**src/rtl/tree_distance_lca_engine_assert.svh**
```systemverilog
// ------------------------------------------------------------------------------------------
// Assertion macros for the tree distance engine
// Short wrappers around concurrent assertions, clocked on clk, disabled while arst_n is low.
// ------------------------------------------------------------------------------------------
`ifndef TREE_DISTANCE_LCA_ENGINE_ASSERT_SVH
`define TREE_DISTANCE_LCA_ENGINE_ASSERT_SVH

// same-cycle implication
`define TDLE_ASSERT_IMP(lbl, ante, cons) \
	lbl: assert property (@(posedge clk) disable iff (!arst_n) (ante) |-> (cons)) \
		else $error("tdle assertion failed");

// next-cycle implication
`define TDLE_ASSERT_NXT(lbl, ante, cons) \
	lbl: assert property (@(posedge clk) disable iff (!arst_n) (ante) |=> (cons)) \
		else $error("tdle assertion failed");

`endif

```
**src/rtl/tdle_pkg.sv**
```systemverilog
// ------------------------------------------------------------------------------------------
// tdle_pkg
// Sizes, micro-ops, jump conditions and the control program of the tree distance engine.
// ------------------------------------------------------------------------------------------
package tdle_pkg;

	// tree size
	localparam int MAX_NODES    = 1024;
	localparam int LIFT_LEVELS  = 10;
	localparam int NODE_W       = $clog2(MAX_NODES);
	localparam int NODE_FIELD_W = 10;
	localparam int COST_W       = 16;
	localparam int DEPTH_W      = 11;
	localparam int DIST_W       = 27;
	localparam int LVL_W        = $clog2(LIFT_LEVELS + 1);
	localparam int ANC_DEPTH    = MAX_NODES * LIFT_LEVELS;
	localparam int ANC_AW       = $clog2(ANC_DEPTH);

	// stream widths, whole bytes
	localparam int IN_TDATA_W  = ((2 * NODE_FIELD_W + COST_W + 7) / 8) * 8;
	localparam int OUT_TDATA_W = ((NODE_FIELD_W + DIST_W + 7) / 8) * 8;

	localparam logic [DEPTH_W-1:0] DEPTH_MAX = '1;
	localparam logic [DIST_W-1:0]  DIST_MAX  = '1;

	// micro-ops
	typedef enum logic [3:0] {
		OP_NOP,
		OP_ACCEPT,
		OP_RD_AB,
		OP_ADD_HEAD,
		OP_FILL_RD,
		OP_FILL_WR,
		OP_Q_ORDER,
		OP_LIFT_RD,
		OP_LIFT_STEP,
		OP_CLIMB_INIT,
		OP_CLIMB_RD,
		OP_CLIMB_STEP,
		OP_ROOT_RD,
		OP_ROOT_SET,
		OP_DIST_RD,
		OP_EMIT
	} uop_t;

	// jump conditions
	typedef enum logic [3:0] {
		C_NEXT,
		C_ALWAYS,
		C_NO_ACCEPT,
		C_QUERY,
		C_A_ZERO,
		C_LVL_END,
		C_DIFF_ZERO,
		C_UV_EQ,
		C_LVL_NONZERO,
		C_OUT_FREE
	} cond_t;

	// status seen by the sequencer
	typedef struct packed {
		logic no_accept;
		logic query;
		logic a_zero;
		logic lvl_end;
		logic diff_zero;
		logic uv_eq;
		logic lvl_nonzero;
		logic out_free;
	} cond_flags_t;

	localparam int STEP_W = 5;
	typedef logic [STEP_W-1:0] step_t;

	typedef struct packed {
		uop_t  op;
		cond_t cond;
		step_t target;
	} ucode_t;

	// program step labels
	localparam step_t S_IDLE       = step_t'(0);
	localparam step_t S_RD_AB      = step_t'(1);
	localparam step_t S_ADD_CHK    = step_t'(2);
	localparam step_t S_ADD_HEAD   = step_t'(3);
	localparam step_t S_FILL_RD    = step_t'(4);
	localparam step_t S_FILL_WR    = step_t'(5);
	localparam step_t S_Q_ORDER    = step_t'(6);
	localparam step_t S_LIFT_RD    = step_t'(7);
	localparam step_t S_LIFT_STEP  = step_t'(8);
	localparam step_t S_CLIMB_INIT = step_t'(9);
	localparam step_t S_CLIMB_RD   = step_t'(10);
	localparam step_t S_CLIMB_STEP = step_t'(11);
	localparam step_t S_ROOT_RD    = step_t'(12);
	localparam step_t S_ROOT_SET   = step_t'(13);
	localparam step_t S_DIST_RD    = step_t'(14);
	localparam step_t S_EMIT       = step_t'(15);
	localparam step_t S_EMIT_WAIT  = step_t'(16);

	// control store: op, jump condition, jump target (else fall through)
	function automatic ucode_t ucode_at(input step_t s);
		ucode_t w;
		unique case (s)
			S_IDLE:       w = '{OP_ACCEPT,     C_NO_ACCEPT,   S_IDLE};
			S_RD_AB:      w = '{OP_RD_AB,      C_QUERY,       S_Q_ORDER};
			S_ADD_CHK:    w = '{OP_NOP,        C_A_ZERO,      S_IDLE};
			S_ADD_HEAD:   w = '{OP_ADD_HEAD,   C_NEXT,        S_IDLE};
			S_FILL_RD:    w = '{OP_FILL_RD,    C_LVL_END,     S_IDLE};
			S_FILL_WR:    w = '{OP_FILL_WR,    C_ALWAYS,      S_FILL_RD};
			S_Q_ORDER:    w = '{OP_Q_ORDER,    C_NEXT,        S_IDLE};
			S_LIFT_RD:    w = '{OP_LIFT_RD,    C_DIFF_ZERO,   S_CLIMB_INIT};
			S_LIFT_STEP:  w = '{OP_LIFT_STEP,  C_ALWAYS,      S_LIFT_RD};
			S_CLIMB_INIT: w = '{OP_CLIMB_INIT, C_UV_EQ,       S_DIST_RD};
			S_CLIMB_RD:   w = '{OP_CLIMB_RD,   C_NEXT,        S_IDLE};
			S_CLIMB_STEP: w = '{OP_CLIMB_STEP, C_LVL_NONZERO, S_CLIMB_RD};
			S_ROOT_RD:    w = '{OP_ROOT_RD,    C_NEXT,        S_IDLE};
			S_ROOT_SET:   w = '{OP_ROOT_SET,   C_NEXT,        S_IDLE};
			S_DIST_RD:    w = '{OP_DIST_RD,    C_NEXT,        S_IDLE};
			S_EMIT:       w = '{OP_EMIT,       C_OUT_FREE,    S_IDLE};
			S_EMIT_WAIT:  w = '{OP_NOP,        C_ALWAYS,      S_EMIT};
			default:      w = '{OP_NOP,        C_ALWAYS,      S_IDLE};
		endcase
		return w;
	endfunction

	// flat address of one ancestor entry: node * LIFT_LEVELS + level
	function automatic logic [ANC_AW-1:0] anc_addr(input logic [NODE_W-1:0] n,
			input logic [LVL_W-1:0] l);
		return ANC_AW'(ANC_AW'(n) * ANC_AW'(LIFT_LEVELS) + ANC_AW'(l));
	endfunction

endpackage

```
**src/rtl/tdle_seq.sv**
```systemverilog
// ------------------------------------------------------------------------------------------
// tdle_seq
// Step counter and control store; picks the next step from the jump condition.
// ------------------------------------------------------------------------------------------
module tdle_seq
	import tdle_pkg::*;
(
	input  logic        clk,
	input  logic        arst_n,
	input  cond_flags_t flags,
	output uop_t        op
);

	step_t  step_q;
	ucode_t word;
	logic   take;

	assign word = ucode_at(step_q);
	assign op   = word.op;

	// jump condition
	always_comb begin
		unique case (word.cond)
			C_NEXT:        take = 1'b0;
			C_ALWAYS:      take = 1'b1;
			C_NO_ACCEPT:   take = flags.no_accept;
			C_QUERY:       take = flags.query;
			C_A_ZERO:      take = flags.a_zero;
			C_LVL_END:     take = flags.lvl_end;
			C_DIFF_ZERO:   take = flags.diff_zero;
			C_UV_EQ:       take = flags.uv_eq;
			C_LVL_NONZERO: take = flags.lvl_nonzero;
			C_OUT_FREE:    take = flags.out_free;
			default:       take = 1'b1;
		endcase
	end

	// step counter
	always_ff @(posedge clk or negedge arst_n) begin
		if (!arst_n) begin
			step_q <= S_IDLE;
		end else if (take) begin
			step_q <= word.target;
		end else begin
			step_q <= step_q + step_t'(1);
		end
	end

endmodule

```
**config.mk**
```make
export PLATFORM = sky130hd
export DESIGN_NAME = tdle_seq
export DESIGN_NICKNAME = d
export VERILOG_FILES = /design/src/rtl/tree_distance_lca_engine_assert.svh /design/src/rtl/tdle_pkg.sv /design/src/rtl/tdle_seq.sv
export SDC_FILE = /design/constraint.sdc
export NUM_CORES = 1
export LEC_CHECK = 0
export BUFFER_PORTS_ARGS = -buffer_cell sky130_fd_sc_hd__buf_2
export CAP_MARGIN = 20
export CORE_UTILIZATION = 45
export DETAILED_ROUTE_END_ITERATION = 8
export GPL_ROUTABILITY_DRIVEN = 0
export PLACE_DENSITY = 0.67
export SLEW_MARGIN = 10
export SYNTH_ARGS = -nofsm -noshare
export SYNTH_HDL_FRONTEND = slang
export SYNTH_SLANG_ARGS = --single-unit
```
**constraint.sdc**
```tcl
create_clock -name clk -period 2.3 [get_ports clk]
set_input_delay 0.345 -clock clk [delete_from_list [all_inputs] [get_ports clk]]
set_output_delay 0.345 -clock clk [all_outputs]
set_load 0.03 [all_outputs]
```
==> results.sh, run 1 <==
export IMPL_grt_pass1_wl_microns=3210
export IMPL_io_pins=14
export IMPL_syn_inst=92
export IMPL_dp_cells=136
export IMPL_remaining_drc_errors=0
export IMPL_antenna_found_initial=0
export IMPL_power_internal_mw=1.04
export IMPL_ys_types=46
export IMPL_overflow=0
export IMPL_synth_edf_count=0
export IMPL_fin_crit_ns=2.33
export IMPL_async_flop_share_pct=100
export IMPL_wl_per_cell_microns=14.4
export IMPL_grt_max_degree=14
export IMPL_max_freq_mhz=429
export IMPL_antenna_left=0
export IMPL_fin_ws_ns=-0.0335
export IMPL_layout_common_cells="buf_4 (22), buf_2 (13), nand2_1 (10)"
export IMPL_fp_dieArea_sq_mm=0.00182
export IMPL_ff2ff_path_depth=9
export IMPL_netSwitchingPower_mw=1.01
export IMPL_drtIter0Drc=20
export IMPL_cts_tree="built"
export IMPL_largest_reg_flops=5
export IMPL_maxCapViolCount=0
export IMPL_syn_avg_cell_area_sq_um=8.09
export IMPL_synth_fp_nets=109
export IMPL_grt_pass1_vias=722
export IMPL_failed_checks="setup timing"
export IMPL_cts_max_path_buffers=2
export IMPL_largestRegisters="step_q (5)"
export IMPL_comb_power_share_pct=81.9
export IMPL_post_dp_cell_area_sq_um=967
export IMPL_chipHeight_microns=42.7
export IMPL_slew_headroom_pct=70.8
export IMPL_tightestPinTransition_ns=0.438
export IMPL_synth_top_flop_cell="dfrtp_1"
export IMPL_arrival_ns=2.46
export IMPL_fin_area_sq_mm=0.00111
export IMPL_rsz0062_at_grt="yes"
export IMPL_grt_total_usage_pct=23.5
export IMPL_hold_class="input pin to asynchronous set/reset pin"
export IMPL_cts_root_buf="clkbuf_4"
export IMPL_ys_ff_latch=5
export IMPL_layout_commonest_cell="buf_4"
export IMPL_core_area_sq_mm=0.00152
export IMPL_pre_cts_slack_ns=-0.0534
export IMPL_insertion_delay_ns=0.25
export IMPL_power_leakage_nw=0.493
export IMPL_drv_slew=0
export IMPL_clkPwrFrac_pct=5.2
export IMPL_final_hold_viol_count=0
export IMPL_fillers=109
export IMPL_cts_sinks=5
export IMPL_final_util_pct=73.1
export IMPL_power_frac_seq_pct=12.9
export IMPL_critPathLaunchType="register"
export IMPL_start_util_pct=48.9
export IMPL_power_density_mw_per_mm2=1840
export IMPL_outcome="finished with violations"
export IMPL_via_count=811
export IMPL_cp_data_required_time_ns=2.43
export IMPL_drtPass1Iterations=4
export IMPL_numCtsBuffers=3
export IMPL_fin_skew_ns=0.00304
export IMPL_critPathKind="register to register"
export IMPL_clkSlewWorstSetupHoldPaths_ns=0.05
export IMPL_largest_register="step_q"
export IMPL_wirelength_microns=2090
export IMPL_die_w_microns=42.7
export IMPL_finalSetupViolCount=1
export IMPL_drive_above_1_share_pct=50.4
export IMPL_n_antenna_cell=0
export IMPL_switching_share_pct=49.4
export IMPL_ctsHtreeMaxLevel=1
export IMPL_ir_worst_vdd_mv=1.06
export IMPL_hpwlAfterDp_microns=1510
export IMPL_rows=14
export IMPL_synth_seq_area_share_pct=16.8
export IMPL_finalCritPeriodShare_pct=101
export IMPL_yosysWarningCount=0
export IMPL_fin_cells=145
export IMPL_area_delta_synth_final_pct=49.6
export IMPL_final_nets=147
export IMPL_critPathMaxFanout=7
export IMPL_viasPerCell=5.59
export IMPL_io_buffers=13
export IMPL_syn_area_sq_um=744
export IMPL_endpoint_kind="register"
per-layer routing:
layer  wire (microns)  vias up  track usage (%)
met3               81        6             6.38
met1              985      368             30.1
met5                0        -                0
met4               47        0             7.50
li1                 -      416                -
met2              975       21             37.9
cell usage after synthesis, types with 2 or more instances:
cell / n / share of area (%)
xnor2_1: 2 / 2.4
nor2_1: 9 / 4.5
mux2i_1: 2 / 2.7
ha_1: 7 / 12
inv_1: 5 / 2.5
a21boi_0: 2 / 2.0
o21ai_0: 4 / 2.7
or3_1: 2 / 1.7
nand2_1: 10 / 5.0
buf_2: 2 / 1.3
dfrtp_1: 5 / 17
a21oi_1: 7 / 4.7
a32oi_1: 2 / 2.4
cell families (layout without fill, tap and decap cells):
kind of cell	count (synthesis)	count (layout)	synth area share, %
AOI/OAI and AO/OA	31	31	32.8
xor gates and xnor gates	2	2	2.35
adders and majority gates	7	7	11.8
buffers and inverters	11	48	7.56
DFF	5	5	16.8
muxes	2	2	2.69
and+or+nand+nor	34	34	26.1
per-stage QoR:
step	hold slack, ns	power, mW	TNS [ns]
global route	0.449	2.21	-0.297
global placement	0.164	1.68	-0.0133
floorplan	0.0494	1.21	0
finish	0.447	2.05	-0.0335
detailed placement	0.165	1.69	-0.0831
CTS	0.436	1.84	0
area by class of cell:
| type | count | area, sq um | share of cell area, % |
|---|---|---|---|
| Clock buffer | 4 | 26.3 | 2.36 |
| Timing Repair Buffer | 38 | 263 | 23.6 |
| Inverter | 6 | 26.3 | 2.36 |
| Multi-Input combinational cell | 76 | 649 | 58.3 |
| Sequential cell | 5 | 129 | 11.6 |
| Tap cell | 16 | 20.0 | 1.80 |
path summary, 6_finish.rpt:
kind / from / end / slack (ns)
worst max register to register: step_q[0]$_DFF_PN0_ / step_q[3]$_DFF_PN0_ / -0.03
max in group asynchronous: arst_n / step_q[0]$_DFF_PN0_ / 1.70
worst min register to register: step_q[2]$_DFF_PN0_ / step_q[1]$_DFF_PN0_ / 0.70
min in group clk: flags[4] / step_q[3]$_DFF_PN0_ / 0.67
worst max-delay path: step_q[0]$_DFF_PN0_ / step_q[3]$_DFF_PN0_ / -0.03
worst min-delay path: arst_n / step_q[4]$_DFF_PN0_ / 0.45
critical path: stages (launching register included):
cell and delay [ns]:
dfrtp_2 0.49, buf_6 0.14, ha_4 0.14, nand2b_4 0.06, a21oi_2 0.12, o21a_2 0.16
or3b_4 0.39, a221oi_4 0.32, nor3_2 0.06, or3_1 0.34
power groups by stage:
stage,clock network [mW],logic [mW],registers (mW)
floorplan,0,1.03,0.182
global placement,0,1.45,0.233
detailed placement,0,1.46,0.237
CTS,0.109,1.50,0.234
global route,0.113,1.82,0.270
finish,0.107,1.68,0.264
what timing repair did:
action,CTS,global route
pin swaps,0,4
hold buffers,1,0
hold endpoints to repair,5,0
endpoints found under the setup margin,3,5
setup buffers,2,2
gates resized for setup,2,15
(Power assumes the default switching activity.)
==> run 2, diff against run 1 <==
--- a/config.mk
+++ b/config.mk
@@ -7,6 +7,7 @@
 export LEC_CHECK = 0
 export BUFFER_PORTS_ARGS = -buffer_cell sky130_fd_sc_hd__buf_2
 export CAP_MARGIN = 20
+export CORE_ASPECT_RATIO = 1.1
 export CORE_UTILIZATION = 45
 export DETAILED_ROUTE_END_ITERATION = 8
 export GPL_ROUTABILITY_DRIVEN = 0
==> run 2 against run 1 <==
The run still ends with setup timing left. Clock skew shrank 0.0028 ns. Global-route usage grew 3.0 points. Die area is essentially flat. Design area grew 3.9%. Register-to-register slack is essentially flat. Maximum frequency grew 0.13%. Critical path depth grew 1. Core utilization grew 1.2 points. Sequential cell count is the same. Non-clock buffer count shrank 1. Critical endpoint unchanged. Critical path type unchanged. Worst hold slack gained 0.013 ns.
==> results.sh, run 2 (synthesis gave the netlist of run 1 again) <==
export IMPL_remaining_drc_errors=0
export IMPL_drtPass1Iterations=4
export IMPL_rr_startpoint="step_q[0]$_DFF_PN0_"
export IMPL_drtIter0Drc=13
export IMPL_grt_pass1_wl_microns=3310
export IMPL_ff2ff_path_depth=10
export IMPL_cts_root_buf="clkbuf_4"
export IMPL_rows=15
export IMPL_fp_dieArea_sq_mm=0.00182
export IMPL_fin_skew_ns=0.000285
export IMPL_wl_per_cell_microns=16.5
export IMPL_drv_slew=0
export IMPL_grt_total_usage_pct=26.5
export IMPL_failed_checks="setup timing"
export IMPL_fin_crit_ns=2.33
export IMPL_fin_ws_ns=-0.0304
export IMPL_die_w_microns=40.8
export IMPL_slew_headroom_pct=68.2
export IMPL_critPathMaxFanout=5
export IMPL_drive_above_1_share_pct=54.7
export IMPL_numCtsBuffers=3
export IMPL_core_area_sq_mm=0.00156
export IMPL_hold_class="input pin to asynchronous set/reset pin"
export IMPL_r2r_end="step_q[3]$_DFF_PN0_"
export IMPL_io_buffers=13
export IMPL_clkSlewWorstSetupHoldPaths_ns=0.04
export IMPL_hpwlAfterDp_microns=1590
export IMPL_cts_tree="built"
export IMPL_layout_common_cells="buf_4 (18), buf_2 (13), nand2_1 (10)"
export IMPL_cts_max_path_buffers=2
export IMPL_grt_pass1_vias=785
export IMPL_final_nets=146
export IMPL_endpoint_kind="register"
export IMPL_layout_commonest_cell="buf_4"
export IMPL_fillers=108
export IMPL_final_hold_viol_count=0
export IMPL_critPathKind="register to register"
export IMPL_ff2ff_setup_slack_ns=-0.03
export IMPL_antenna_left=0
export IMPL_arrival_ns=2.45
export IMPL_largest_register="step_q"
export IMPL_max_freq_mhz=429
export IMPL_grt_max_degree=11
export IMPL_critPathLaunchType="register"
export IMPL_ctsHtreeMaxLevel=1
export IMPL_wirelength_microns=2390
export IMPL_maxCapViolCount=0
export IMPL_finalSetupTns_ns=-0.0304
export IMPL_fin_area_sq_mm=0.00116
export IMPL_overflow=0
export IMPL_finalCritPeriodShare_pct=101
export IMPL_outcome="finished with violations"
export IMPL_start_util_pct=47.8
export IMPL_io_pins=14
export IMPL_pre_cts_slack_ns=-0.0575
export IMPL_largest_reg_flops=5
export IMPL_cts_sinks=5
export IMPL_rsz0062_at_grt="yes"
export IMPL_insertion_delay_ns=0.24
export IMPL_cp_data_required_time_ns=2.42
export IMPL_largestRegisters="step_q (5)"
export IMPL_final_util_pct=74.3
export IMPL_n_antenna_cell=0
export IMPL_finalSetupViolCount=1
export IMPL_chipHeight_microns=44.7
export IMPL_tightestPinTransition_ns=0.477
export IMPL_via_count=875
export IMPL_antenna_found_initial=0
export IMPL_post_dp_cell_area_sq_um=938
export IMPL_viasPerCell=6.03
export IMPL_area_delta_synth_final_pct=55.5
-- run 2: worst max-delay path, stage by stage (launching register included) --
cell	delay (ns)
dfrtp_2	0.43
buf_6	0.13
buf_6	0.09
ha_4	0.13
nand2b_4	0.05
a21oi_2	0.11
o21a_2	0.15
or3b_4	0.38
a221oi_4	0.32
nor3_2	0.06
or3_1	0.34
-- run 2: how the worst max path moves through the flow --
| stage | endpoint | startpoint | cells after the start | slack (ns) |
|---|---|---|---|---|
| floorplan | step_q[3]$_DFF_PN0_ | step_q[1]$_DFF_PN0_ | 8 | 0.006 |
| global placement | step_q[3]$_DFF_PN0_ | step_q[0]$_DFF_PN0_ | 9 | -0.009 |
| detailed placement | step_q[3]$_DFF_PN0_ | step_q[0]$_DFF_PN0_ | 9 | -0.06 |
| CTS | step_q[3]$_DFF_PN0_ | step_q[1]$_DFF_PN0_ | 8 | 0.004 |
| global route | step_q[3]$_DFF_PN0_ | step_q[0]$_DFF_PN0_ | 10 | -0.11 |
| finish | step_q[3]$_DFF_PN0_ | step_q[0]$_DFF_PN0_ | 10 | -0.03 |
-- run 2: final cells by class --
cell class	count	area (sq um)	area share, %
Multi-Input combinational cell	76	684	59.1
Inverter	6	30.0	2.59
Clock buffer	4	26.3	2.27
Sequential cell	5	129	11.1
Timing Repair Buffer	37	267	23.0
Tap cell	17	21.3	1.84
-- run 2: layer usage --
layer / track usage (%) / routed length [microns] / vias up
met5: 0 / 0 / -
met3: 7.04 / 144 / 7
met4: 8.00 / 38 / 0
met1: 30.1 / 975 / 420
met2: 45.9 / 1230 / 38
li1: - / - / 410
-- run 2: metrics by stage --
stage / hold WS (ns) / cells
global placement: 0.168 / 133
CTS: 0.448 / 141
global route: 0.459 / 145
finish: 0.460 / 145
detailed placement: 0.170 / 133
floorplan: 0.0494 / 92
-- run 2: repair_timing --
| action | 4_1_cts | 5_1_grt |
|---|---|---|
| hold buffers | 1 | 0 |
| pin swaps | 7 | 5 |
| resized for setup | 19 | 9 |
| setup buffers | 3 | 4 |
| setup endpoints to repair | 3 | 5 |
| endpoints found under the hold margin | 5 | 0 |
Power of run 2 is not shown: default switching activity piles up to over one toggle a cycle in this logic, so the estimate is an artifact.
